<file path="src/rtl/core/mfb_pkg.sv">
`timescale 1ns / 1ps
// shared types and constants for the frame blend pipeline
// no dependencies; imported by every module of the block

package mfb_pkg;

  // blend modes as held after a configuration write (unused code folds to regular)
  typedef enum logic [1:0] {
    MODE_SIMPLE  = 2'd0,
    MODE_REGULAR = 2'd1,
    MODE_EXTRA   = 2'd2
  } mode_t;

  // configuration register indexes
  localparam int          CFG_IDX_W        = 2;
  localparam logic [1:0]  CFG_BLEND_MODE   = 2'd0;
  localparam logic [1:0]  CFG_TIME_WEIGHT  = 2'd1;
  localparam logic [1:0]  CFG_WIDE_SAMPLES = 2'd2;
  localparam int          CFG_W            = 9;

  // field widths
  localparam int IN_W        = 16;
  localparam int OUT_W       = 16;
  localparam int MASK_W      = 8;
  localparam int TW_W        = 9;
  localparam int NARROW_BITS = 8;

  localparam logic [MASK_W-1:0]      MASK_MAX  = 8'd255;
  localparam logic [7:0]             ROUND     = 8'd255;
  localparam logic [NARROW_BITS-1:0] NARROW_MAX = 8'hFF;
  localparam logic [TW_W-1:0]        TW_MAX    = 9'd256;
  localparam logic [TW_W-1:0]        TW_HALF   = 9'd128;

  // register stages from input transfer to output register
  localparam int PIPE_DEPTH = 7;

  // per-item control that travels down the pipe with the data
  typedef struct packed {
    mode_t           mode;
    logic            wide;
    logic            half;
    logic [TW_W-1:0] tw;
  } ctrl_t;

endpackage

</file>
<file path="src/rtl/core/motion_flow_frame_blend.sv">
`timescale 1ns / 1ps
// top level of the motion-compensated frame blend: config registers and pipe
// depends on mfb_pkg, mfb_front, mfb_mix, mfb_out

// usage
//   pix channel (pix_valid/pix_ready) carries one pixel's prefetched samples and
//   occlusion masks per transfer; blend channel (blend_valid/blend_ready) returns
//   one blended_pixel per input transfer, in order
//   cfg channel writes blend_mode (index 0), time_weight (1), wide_samples (2);
//   cfg_ready is always high, writes are expected only while the pipe is empty
// pipe: seven register stages from input transfer to blend_valid
//   (select/median, weight products, inner sums, nested mask product, flow
//   values, time weighting, clamp into the output register)
// throughput: one pixel per cycle; each stage is elastic, so a bubble anywhere
//   is squeezed out and pix_ready only drops once every stage holds an item
//   and the receiver is stalling
// reset: pipe empties, blend_mode regular, time_weight half, 8-bit samples
// receiver stall: items stay in their stages with payload unchanged; nothing
//   is dropped or repeated

module motion_flow_frame_blend #(
  parameter int SAMPLE_BITS = 16
) (
  input  logic                          clk,
  input  logic                          rst,
  // input pixel channel
  input  logic                          pix_valid,
  output logic                          pix_ready,
  input  logic [mfb_pkg::IN_W-1:0]      fwd_moved,
  input  logic [mfb_pkg::IN_W-1:0]      bwd_moved,
  input  logic [mfb_pkg::IN_W-1:0]      fwd_still,
  input  logic [mfb_pkg::IN_W-1:0]      bwd_still,
  input  logic [mfb_pkg::IN_W-1:0]      fwd_second,
  input  logic [mfb_pkg::IN_W-1:0]      bwd_second,
  input  logic [mfb_pkg::MASK_W-1:0]    fwd_occlusion,
  input  logic [mfb_pkg::MASK_W-1:0]    bwd_occlusion,
  // output pixel channel
  output logic                          blend_valid,
  input  logic                          blend_ready,
  output logic [mfb_pkg::OUT_W-1:0]     blended_pixel,
  // configuration write channel
  input  logic                          cfg_valid,
  output logic                          cfg_ready,
  input  logic [mfb_pkg::CFG_IDX_W-1:0] cfg_index,
  input  logic [mfb_pkg::CFG_W-1:0]     cfg_data
);
  import mfb_pkg::*;

  localparam int SB = SAMPLE_BITS;

  // unused mode code behaves as regular, so fold it at write time
  function automatic mode_t mode_decode(input logic [1:0] code);
    mode_t m;
    case (code)
      MODE_SIMPLE: m = MODE_SIMPLE;
      MODE_EXTRA:  m = MODE_EXTRA;
      default:     m = MODE_REGULAR;
    endcase
    return m;
  endfunction

  // configuration registers
  mode_t           blend_mode;
  logic [TW_W-1:0] time_weight;
  logic            wide_samples;

  ctrl_t ctrl;

  // front to mix
  logic              fm_valid, fm_ready;
  ctrl_t             fm_ctrl;
  logic [SB+7:0]     fm_prod_fwd, fm_prod_bwd;
  logic [SB+8:0]     fm_term_fwd, fm_term_bwd;
  logic [MASK_W-1:0] fm_occ_fwd, fm_occ_bwd;
  logic [SB:0]       fm_half;

  // mix to out
  logic          mo_valid, mo_ready;
  ctrl_t         mo_ctrl;
  logic [SB+1:0] mo_flow_fwd, mo_flow_bwd;
  logic [SB:0]   mo_half;

  assign cfg_ready = 1'b1;

  // time weight saturates at a full frame step
  always_ff @(posedge clk) begin
    if (rst) begin
      blend_mode   <= MODE_REGULAR;
      time_weight  <= TW_HALF;
      wide_samples <= 1'b0;
    end else if (cfg_valid && cfg_ready) begin
      case (cfg_index)
        CFG_BLEND_MODE:   blend_mode   <= mode_decode(cfg_data[1:0]);
        CFG_TIME_WEIGHT:  time_weight  <= (cfg_data > TW_MAX) ? TW_MAX : cfg_data;
        CFG_WIDE_SAMPLES: wide_samples <= cfg_data[0];
        default: ;
      endcase
    end
  end

  // control word tagged onto each pixel as it enters
  always_comb begin
    ctrl.mode = blend_mode;
    ctrl.wide = wide_samples;
    ctrl.tw   = time_weight;
    // simple mode at exact half time uses the symmetric formula
    ctrl.half = (blend_mode == MODE_SIMPLE) && (time_weight == TW_HALF);
  end

  mfb_front #(
    .SAMPLE_BITS(SAMPLE_BITS)
  ) u_front (
    .clk          (clk),
    .rst          (rst),
    .up_valid     (pix_valid),
    .up_ready     (pix_ready),
    .up_ctrl      (ctrl),
    .fwd_moved    (fwd_moved),
    .bwd_moved    (bwd_moved),
    .fwd_still    (fwd_still),
    .bwd_still    (bwd_still),
    .fwd_second   (fwd_second),
    .bwd_second   (bwd_second),
    .fwd_occlusion(fwd_occlusion),
    .bwd_occlusion(bwd_occlusion),
    .dn_valid     (fm_valid),
    .dn_ready     (fm_ready),
    .dn_ctrl      (fm_ctrl),
    .prod_fwd     (fm_prod_fwd),
    .prod_bwd     (fm_prod_bwd),
    .term_fwd     (fm_term_fwd),
    .term_bwd     (fm_term_bwd),
    .occ_fwd      (fm_occ_fwd),
    .occ_bwd      (fm_occ_bwd),
    .half_res     (fm_half)
  );

  mfb_mix #(
    .SAMPLE_BITS(SAMPLE_BITS)
  ) u_mix (
    .clk     (clk),
    .rst     (rst),
    .up_valid(fm_valid),
    .up_ready(fm_ready),
    .up_ctrl (fm_ctrl),
    .prod_fwd(fm_prod_fwd),
    .prod_bwd(fm_prod_bwd),
    .term_fwd(fm_term_fwd),
    .term_bwd(fm_term_bwd),
    .occ_fwd (fm_occ_fwd),
    .occ_bwd (fm_occ_bwd),
    .half_res(fm_half),
    .dn_valid(mo_valid),
    .dn_ready(mo_ready),
    .dn_ctrl (mo_ctrl),
    .flow_fwd(mo_flow_fwd),
    .flow_bwd(mo_flow_bwd),
    .dn_half (mo_half)
  );

  mfb_out #(
    .SAMPLE_BITS(SAMPLE_BITS)
  ) u_out (
    .clk          (clk),
    .rst          (rst),
    .up_valid     (mo_valid),
    .up_ready     (mo_ready),
    .up_ctrl      (mo_ctrl),
    .flow_fwd     (mo_flow_fwd),
    .flow_bwd     (mo_flow_bwd),
    .half_res     (mo_half),
    .dn_valid     (blend_valid),
    .dn_ready     (blend_ready),
    .blended_pixel(blended_pixel)
  );

endmodule

</file>
<file path="src/rtl/core/mfb_front.sv">
`timescale 1ns / 1ps
// front of the blend pipe: sample select and median, weight products, inner sums
// stages 1 to 3; depends on mfb_pkg

module mfb_front #(
  parameter int SAMPLE_BITS = 16
) (
  input  logic                       clk,
  input  logic                       rst,
  input  logic                       up_valid,
  output logic                       up_ready,
  input  mfb_pkg::ctrl_t             up_ctrl,
  input  logic [mfb_pkg::IN_W-1:0]   fwd_moved,
  input  logic [mfb_pkg::IN_W-1:0]   bwd_moved,
  input  logic [mfb_pkg::IN_W-1:0]   fwd_still,
  input  logic [mfb_pkg::IN_W-1:0]   bwd_still,
  input  logic [mfb_pkg::IN_W-1:0]   fwd_second,
  input  logic [mfb_pkg::IN_W-1:0]   bwd_second,
  input  logic [mfb_pkg::MASK_W-1:0] fwd_occlusion,
  input  logic [mfb_pkg::MASK_W-1:0] bwd_occlusion,
  output logic                       dn_valid,
  input  logic                       dn_ready,
  output mfb_pkg::ctrl_t             dn_ctrl,
  output logic [SAMPLE_BITS+7:0]     prod_fwd,
  output logic [SAMPLE_BITS+7:0]     prod_bwd,
  output logic [SAMPLE_BITS+8:0]     term_fwd,
  output logic [SAMPLE_BITS+8:0]     term_bwd,
  output logic [mfb_pkg::MASK_W-1:0] occ_fwd,
  output logic [mfb_pkg::MASK_W-1:0] occ_bwd,
  output logic [SAMPLE_BITS:0]       half_res
);
  import mfb_pkg::*;

  localparam int SB = SAMPLE_BITS;

  function automatic logic [SB-1:0] take(input logic [IN_W-1:0] x, input logic wide);
    return wide ? x[SB-1:0] : SB'(x[NARROW_BITS-1:0]);
  endfunction

  function automatic logic [SB-1:0] min2(input logic [SB-1:0] a, input logic [SB-1:0] b);
    return (a < b) ? a : b;
  endfunction

  function automatic logic [SB-1:0] max2(input logic [SB-1:0] a, input logic [SB-1:0] b);
    return (a > b) ? a : b;
  endfunction

  logic en1, en2, en3;

  // stage 1 comb
  logic [SB-1:0] fm, bm, fs, bs, f2, b2, lo, hi, med_f, med_b, sel_f, sel_b;

  // stage 1 registers
  logic              s1_valid;
  ctrl_t             s1_ctrl;
  logic [SB-1:0]     s1_fm, s1_bm, s1_xf, s1_xb;
  logic [MASK_W-1:0] s1_mf, s1_mb;

  // stage 2 comb and registers
  logic                 reg2;
  logic [MASK_W-1:0]    wf, wb;
  logic signed [SB:0]   dv;
  logic signed [8:0]    dm;
  logic                 s2_valid;
  ctrl_t                s2_ctrl;
  logic [SB+7:0]        s2_pf, s2_pb, s2_af, s2_ab;
  logic [MASK_W-1:0]    s2_mf, s2_mb;
  logic [SB+8:0]        s2_hsum;
  logic signed [SB+9:0] s2_hprod;

  // stage 3 comb
  logic                  reg3;
  logic signed [SB+10:0] hv;

  assign en3      = !dn_valid || dn_ready;
  assign en2      = !s2_valid || en3;
  assign en1      = !s1_valid || en2;
  assign up_ready = en1;

  always_comb begin
    fm    = take(fwd_moved, up_ctrl.wide);
    bm    = take(bwd_moved, up_ctrl.wide);
    fs    = take(fwd_still, up_ctrl.wide);
    bs    = take(bwd_still, up_ctrl.wide);
    f2    = take(fwd_second, up_ctrl.wide);
    b2    = take(bwd_second, up_ctrl.wide);
    lo    = min2(fm, bm);
    hi    = max2(fm, bm);
    med_b = max2(lo, min2(hi, b2));
    med_f = max2(lo, min2(hi, f2));
    case (up_ctrl.mode)
      MODE_SIMPLE: begin
        sel_f = bm;
        sel_b = fm;
      end
      MODE_EXTRA: begin
        sel_f = med_b;
        sel_b = med_f;
      end
      default: begin
        sel_f = fs;
        sel_b = bs;
      end
    endcase
  end

  always_ff @(posedge clk) begin
    if (rst) begin
      s1_valid <= 1'b0;
    end else if (en1) begin
      s1_valid <= up_valid;
    end
    if (en1) begin
      s1_ctrl <= up_ctrl;
      s1_fm   <= fm;
      s1_bm   <= bm;
      s1_xf   <= sel_f;
      s1_xb   <= sel_b;
      s1_mf   <= fwd_occlusion;
      s1_mb   <= bwd_occlusion;
    end
  end

  // regular mode crosses the mask weights on the co-located terms
  assign reg2 = (s1_ctrl.mode == MODE_REGULAR);
  assign wf   = reg2 ? s1_mb : s1_mf;
  assign wb   = reg2 ? s1_mf : s1_mb;
  assign dv   = $signed({1'b0, s1_bm}) - $signed({1'b0, s1_fm});
  assign dm   = $signed({1'b0, s1_mf}) - $signed({1'b0, s1_mb});

  always_ff @(posedge clk) begin
    if (rst) begin
      s2_valid <= 1'b0;
    end else if (en2) begin
      s2_valid <= s1_valid;
    end
    if (en2) begin
      s2_ctrl  <= s1_ctrl;
      s2_pf    <= (SB+8)'(s1_fm) * (SB+8)'(MASK_MAX - s1_mf);
      s2_pb    <= (SB+8)'(s1_bm) * (SB+8)'(MASK_MAX - s1_mb);
      s2_af    <= (SB+8)'(s1_xf) * (SB+8)'(wf);
      s2_ab    <= (SB+8)'(s1_xb) * (SB+8)'(wb);
      s2_mf    <= s1_mf;
      s2_mb    <= s1_mb;
      s2_hsum  <= {(SB+1)'(s1_fm) + (SB+1)'(s1_bm), 8'd0};
      s2_hprod <= dv * dm;
    end
  end

  assign reg3 = (s2_ctrl.mode == MODE_REGULAR);
  assign hv   = $signed({2'b00, s2_hsum}) + s2_hprod;

  always_ff @(posedge clk) begin
    if (rst) begin
      dn_valid <= 1'b0;
    end else if (en3) begin
      dn_valid <= s2_valid;
    end
    if (en3) begin
      dn_ctrl  <= s2_ctrl;
      prod_fwd <= s2_pf;
      prod_bwd <= s2_pb;
      term_fwd <= reg3 ? (SB+9)'(s2_pb) + (SB+9)'(s2_af) : (SB+9)'(s2_af);
      term_bwd <= reg3 ? (SB+9)'(s2_pf) + (SB+9)'(s2_ab) : (SB+9)'(s2_ab);
      occ_fwd  <= s2_mf;
      occ_bwd  <= s2_mb;
      half_res <= hv[SB+10] ? '0 : hv[SB+9:9];
    end
  end

endmodule

</file>
<file path="src/rtl/core/mfb_mix.sv">
`timescale 1ns / 1ps
// middle of the blend pipe: nested mask product and per-direction flow values
// stages 4 and 5; depends on mfb_pkg

module mfb_mix #(
  parameter int SAMPLE_BITS = 16
) (
  input  logic                       clk,
  input  logic                       rst,
  input  logic                       up_valid,
  output logic                       up_ready,
  input  mfb_pkg::ctrl_t             up_ctrl,
  input  logic [SAMPLE_BITS+7:0]     prod_fwd,
  input  logic [SAMPLE_BITS+7:0]     prod_bwd,
  input  logic [SAMPLE_BITS+8:0]     term_fwd,
  input  logic [SAMPLE_BITS+8:0]     term_bwd,
  input  logic [mfb_pkg::MASK_W-1:0] occ_fwd,
  input  logic [mfb_pkg::MASK_W-1:0] occ_bwd,
  input  logic [SAMPLE_BITS:0]       half_res,
  output logic                       dn_valid,
  input  logic                       dn_ready,
  output mfb_pkg::ctrl_t             dn_ctrl,
  output logic [SAMPLE_BITS+1:0]     flow_fwd,
  output logic [SAMPLE_BITS+1:0]     flow_bwd,
  output logic [SAMPLE_BITS:0]       dn_half
);
  import mfb_pkg::*;

  localparam int SB = SAMPLE_BITS;

  logic en4, en5;
  logic reg4, reg5;

  logic              s4_valid;
  ctrl_t             s4_ctrl;
  logic [SB+7:0]     s4_pf, s4_pb;
  logic [SB+16:0]    s4_qf, s4_qb;
  logic [SB:0]       s4_half;

  logic [SB+16:0] qr_f, qr_b;
  logic [SB+8:0]  x_f, x_b;
  logic [SB+9:0]  sum_f, sum_b;

  assign en5      = !dn_valid || dn_ready;
  assign en4      = !s4_valid || en5;
  assign up_ready = en4;

  assign reg4 = (up_ctrl.mode == MODE_REGULAR);

  always_ff @(posedge clk) begin
    if (rst) begin
      s4_valid <= 1'b0;
    end else if (en4) begin
      s4_valid <= up_valid;
    end
    if (en4) begin
      s4_ctrl <= up_ctrl;
      s4_pf   <= prod_fwd;
      s4_pb   <= prod_bwd;
      s4_qf   <= reg4 ? (SB+17)'(occ_fwd) * (SB+17)'(term_fwd) : (SB+17)'(term_fwd);
      s4_qb   <= reg4 ? (SB+17)'(occ_bwd) * (SB+17)'(term_bwd) : (SB+17)'(term_bwd);
      s4_half <= half_res;
    end
  end

  // regular mode rounds the nested term down by 8 bits first
  assign reg5  = (s4_ctrl.mode == MODE_REGULAR);
  assign qr_f  = s4_qf + (SB+17)'(ROUND);
  assign qr_b  = s4_qb + (SB+17)'(ROUND);
  assign x_f   = reg5 ? qr_f[SB+16:8] : s4_qf[SB+8:0];
  assign x_b   = reg5 ? qr_b[SB+16:8] : s4_qb[SB+8:0];
  assign sum_f = (SB+10)'(s4_pf) + (SB+10)'(x_f) + (SB+10)'(ROUND);
  assign sum_b = (SB+10)'(s4_pb) + (SB+10)'(x_b) + (SB+10)'(ROUND);

  always_ff @(posedge clk) begin
    if (rst) begin
      dn_valid <= 1'b0;
    end else if (en5) begin
      dn_valid <= s4_valid;
    end
    if (en5) begin
      dn_ctrl  <= s4_ctrl;
      flow_fwd <= sum_f[SB+9:8];
      flow_bwd <= sum_b[SB+9:8];
      dn_half  <= s4_half;
    end
  end

endmodule

</file>
<file path="src/rtl/core/mfb_out.sv">
`timescale 1ns / 1ps
// back of the blend pipe: time weighting, half-time select, clamp, output register
// stages 6 and 7; depends on mfb_pkg

module mfb_out #(
  parameter int SAMPLE_BITS = 16
) (
  input  logic                      clk,
  input  logic                      rst,
  input  logic                      up_valid,
  output logic                      up_ready,
  input  mfb_pkg::ctrl_t            up_ctrl,
  input  logic [SAMPLE_BITS+1:0]    flow_fwd,
  input  logic [SAMPLE_BITS+1:0]    flow_bwd,
  input  logic [SAMPLE_BITS:0]      half_res,
  output logic                      dn_valid,
  input  logic                      dn_ready,
  output logic [mfb_pkg::OUT_W-1:0] blended_pixel
);
  import mfb_pkg::*;

  localparam int SB = SAMPLE_BITS;

  logic en6, en7;

  logic           s6_valid;
  ctrl_t          s6_ctrl;
  logic [SB+10:0] s6_wf, s6_wb;
  logic [SB:0]    s6_half;

  logic [SB+11:0] wsum;
  logic [SB+3:0]  res, limit, clamped;

  assign en7      = !dn_valid || dn_ready;
  assign en6      = !s6_valid || en7;
  assign up_ready = en6;

  always_ff @(posedge clk) begin
    if (rst) begin
      s6_valid <= 1'b0;
    end else if (en6) begin
      s6_valid <= up_valid;
    end
    if (en6) begin
      s6_ctrl <= up_ctrl;
      s6_wf   <= (SB+11)'(flow_fwd) * (SB+11)'(TW_MAX - up_ctrl.tw);
      s6_wb   <= (SB+11)'(flow_bwd) * (SB+11)'(up_ctrl.tw);
      s6_half <= half_res;
    end
  end

  assign wsum    = (SB+12)'(s6_wf) + (SB+12)'(s6_wb);
  assign res     = s6_ctrl.half ? (SB+4)'(s6_half) : wsum[SB+11:8];
  assign limit   = s6_ctrl.wide ? (SB+4)'({SB{1'b1}}) : (SB+4)'(NARROW_MAX);
  assign clamped = (res > limit) ? limit : res;

  always_ff @(posedge clk) begin
    if (rst) begin
      dn_valid <= 1'b0;
    end else if (en7) begin
      dn_valid <= s6_valid;
    end
    if (en7) begin
      blended_pixel <= OUT_W'(clamped[SB-1:0]);
    end
  end

endmodule

</file>
<file path="config.mk">
export PLATFORM = sky130hd
export DESIGN_NAME = motion_flow_frame_blend
export DESIGN_NICKNAME = d
export VERILOG_FILES = /design/src/rtl/core/mfb_pkg.sv /design/src/rtl/core/motion_flow_frame_blend.sv /design/src/rtl/core/mfb_front.sv /design/src/rtl/core/mfb_mix.sv /design/src/rtl/core/mfb_out.sv
export SDC_FILE = /design/constraint.sdc
export NUM_CORES = 2
export LEC_CHECK = 0
export BUFFER_PORTS_ARGS = -buffer_cell sky130_fd_sc_hd__buf_2
export CAP_MARGIN = 0
export CELL_PAD_IN_SITES_DETAIL_PLACEMENT = 0
export CELL_PAD_IN_SITES_GLOBAL_PLACEMENT = 1
export CORE_ASPECT_RATIO = 0.5
export CORE_MARGIN = 3
export CORE_UTILIZATION = 50
export DETAILED_ROUTE_END_ITERATION = 10
export MAX_ROUTING_LAYER = met4
export PLACE_DENSITY = 0.87
export REMOVE_ABC_BUFFERS = 1
export SLEW_MARGIN = 10
export SYNTH_ARGS = -nofsm -noshare
export SYNTH_HDL_FRONTEND = slang
export SYNTH_SLANG_ARGS = --single-unit
</file>
<file path="constraint.sdc">
create_clock -name clk -period 9 [get_ports clk]
set_clock_uncertainty 0.15 [all_clocks]
set_input_delay 1.8 -clock clk [delete_from_list [all_inputs] [get_ports clk]]
set_output_delay 1.8 -clock clk [all_outputs]
set_load 0.02 [all_outputs]
</file>
==> results.json <==
{
  "yosysTopAreaCellShare_pct": 25.8,
  "cts.path.max_buffers": 3,
  "postCtsHoldBufs": 0,
  "die_w_um": 577,
  "crit_path_start_kind": "flip-flop",
  "avgSynthCellArea_um2": 10.0,
  "final_nets": 10200,
  "synth_area_um2": 81400,
  "dpl_cell_area_um2": 84800,
  "cap_violations": 0,
  "synth_edf_count": 694,
  "cts.reportedPaths.clkPinSlew_ps": 60,
  "yosysMostFrequentCell": "inv_1",
  "crit_slowest_cell": "fa_1",
  "clock_latency_ps": 680,
  "drive_gt1_share_pct": 5.88,
  "synthTopCellsByCount": "inv_1, fa_1, nand2_1, ha_1, edfxtp_1",
  "swShare_pct": 48.2,
  "viasPerCell": 5.50,
  "cts_tree": "built",
  "critPathMaxStageDelay_ps": 560,
  "dr.pass1.iters": 5,
  "netlist_instances": 8115,
  "power_density_nw_per_um2": 409,
  "yosys.area.top_type": "fa_1",
  "vdd.ir_drop.worst_v": 0.000517,
  "grt_pass1_vias": 58300,
  "hold_class": "reg -> reg",
  "end_kind": "flip-flop",
  "cts_made_buffers": 72,
  "pwr-share-clk_pct": 8.6,
  "tns_ps": 0,
  "postCtsSetupBuffers": 0,
  "finalHoldViolations": 0,
  "grt_pass1_wl_mm": 336,
  "p_int_mw": 18.5,
  "yosysSeqAreaShare_pct": 26.1,
  "rows": 104,
  "final_max_slew_viol_count": 0,
  "setup_viol": 0,
  "wire_per_inst_um": 20.5,
  "power_switching_mw": 17.2,
  "track_usage_pct": 26.6,
  "ant_nets": 0,
  "arrival_ps": 8700,
  "rsz0062_at_grt": "no",
  "p_leak_nw": 40.4,
  "synthTopCellsByArea": "fa_1, edfxtp_1, ha_1, inv_1, nand2_1",
  "place_ws_ps": 100,
  "antenna_found_initial": 13,
  "p_comb_share_pct": 72.0,
  "required_ps": 9250,
  "max_freq_mhz": 118,
  "io_pins": 147,
  "drt-total-wl_mm": 214,
  "setup_slack_ps": 559,
  "ys_warn_count": 0,
  "vias": 57300,
  "period_needed_ps": 8440,
  "areaGrowthSynthToFinish_pct": 7.15,
  "outcome": "finished clean",
  "final_cell_area_um2": 87200,
  "gp_congestion": 0.939,
  "placed_cells": 10300,
  "grt_max_degree": 150,
  "num-fill-cells": 14300,
  "cts.repair.resized": 0,
  "drc": 0,
  "async_flop_share_pct": 0,
  "criticalPathCategory": "reg -> reg",
  "regArea_um2": 21200,
  "cts_htree_levels": 3,
  "core_um2": 161000,
  "die_area_um2": 168000,
  "whs_ps": 251,
  "dp_hpwl_mm": 175,
  "synth_cell_types": 91,
  "drtIter0Drc": 4596,
  "grt_overflow": 0,
  "final_util_pct": 54.1,
  "synth-seq-cells": 713,
  "total_power_mw": 35.7,
  "synth_top_flop_cell": "edfxtp_1",
  "port_buffers": 145,
  "final_cells": 10400,
  "start_util_pct": 50.5,
  "clock_sinks": 713,
  "clockRootBuffer": "clkbuf_16",
  "seqPwrFrac_pct": 19.3,
  "multi_input_area_um2": 54600,
  "crit_fanout": 5,
  "fin_crit_sh_pct": 93.8,
  "slew_headroom_pct": 26.8,
  "worst_pin_slew_ps": 1070,
  "fp.dieH_um": 291
}
-- logic make-up (layout without fill, tap and decap cells) --
kind of cell	after synthesis	in the layout	synth area share (%)
fa+ha+maj	1898	1898	38.8
other cells	1	6	0.00461
xor+xnor	380	380	4.09
simple gates	2488	2488	14.8
buf+inv	1509	1639	6.97
flops	713	713	26.1
compound gates	1041	1041	8.18
mux	85	85	1.11
-- power by group through the flow --
stage | clock network [mW] | registers (mW) | logic [mW]
after floorplan | 0 | 6.36 | 19.1
after global placement | 0 | 6.93 | 24.9
after detailed placement | 0 | 6.94 | 25.5
after CTS | 3.14 | 6.87 | 25.7
after global routing | 3.27 | 6.97 | 29.2
final | 3.07 | 6.89 | 25.7
-- final timing paths --
check        cells past startpoint                   end  slack, ps                 from
min reg2reg                      0        u_mix.s4_pb[5]        250  u_front.prod_bwd[5]
min                              0        u_mix.s4_pb[5]        250  u_front.prod_bwd[5]
max                             31  u_front.s2_hprod[25]        560     u_front.s1_bm[0]
max reg2reg                     31  u_front.s2_hprod[25]        560     u_front.s1_bm[0]
-- registers in the layout (all words and copies together), names as in the netlist, 18 cells and up --
register / flops
u_front.prod_fwd: 24
u_front.prod_bwd: 24
u_mix.s4_pb: 24
u_out.s6_wb: 27
u_front.s2_af: 24
u_mix.flow_fwd: 18
u_mix.s4_qb: 33
u_front.s2_pb: 24
u_out.s6_wf: 27
u_front.s2_hprod: 18
u_front.term_fwd: 25
u_mix.s4_pf: 24
u_front.s2_ab: 24
u_front.term_bwd: 25
u_mix.flow_bwd: 18
u_mix.s4_qf: 33
u_front.s2_pf: 24
-- final cells by class --
cell class,instances,area share [%]
Antenna cell,5,0.0143
Clock buffer,82,2.17
Clock inverter,46,0.572
Inverter,1244,5.36
Multi-Input combinational cell,5893,62.5
Sequential cell,713,24.3
Tap cell,2173,3.12
Timing Repair Buffer,267,1.90
-- cell usage in the layout, fill, tap and decap left out, types with 23 or more instances in the layout --
cell | netlist | layout
inv_1 | 1236 | 1234
fa_1 | 1048 | 1048
nand2_1 | 996 | 994
ha_1 | 850 | 850
edfxtp_1 | 694 | 694
and2_1 | 395 | 395
nor2_1 | 381 | 380
a21oi_1 | 266 | 265
xnor2_1 | 236 | 236
o21ai_0 | 206 | 203
nor2b_1 | 194 | 194
nand2b_1 | 152 | 149
buf_2 | 3 | 145
xor2_1 | 144 | 144
buf_4 | 3 | 121
a21o_1 | 107 | 107
nor3_1 | 90 | 90
nand3_1 | 81 | 80
o21ai_1 | 76 | 79
clkbuf_16 | 0 | 73
o21a_1 | 57 | 57
and3_1 | 45 | 45
mux2i_1 | 42 | 42
a211oi_1 | 41 | 41
o21bai_1 | 38 | 37
a31oi_1 | 37 | 37
mux2_2 | 35 | 35
nand4_1 | 28 | 28
or2_2 | 28 | 28
o31ai_1 | 25 | 25
or3_1 | 23 | 23
o211ai_1 | 23 | 23
-- worst max-delay path, delay by kind of cell (launching register included) --
family / cells / cell delay [ps]
buffers and inverters: 6 / 370
XOR/XNOR: 2 / 320
AO/OA/AOI/OAI: 12 / 3000
flip-flops: 1 / 450
adder cells (fa/ha/maj): 8 / 3500
AND/OR/NAND/NOR: 3 / 410
-- metal layers --
layer  GRT usage [%]  part of all wire (%)  up-vias
met3            4.73                   7.8      314
met1            35.9                    44    28500
li1                -                     -    26600
met2            41.0                    45     1887
met5               -                     0        -
met4            8.34                   3.6        0
Note: power is estimated with default switching activity, not from simulation.
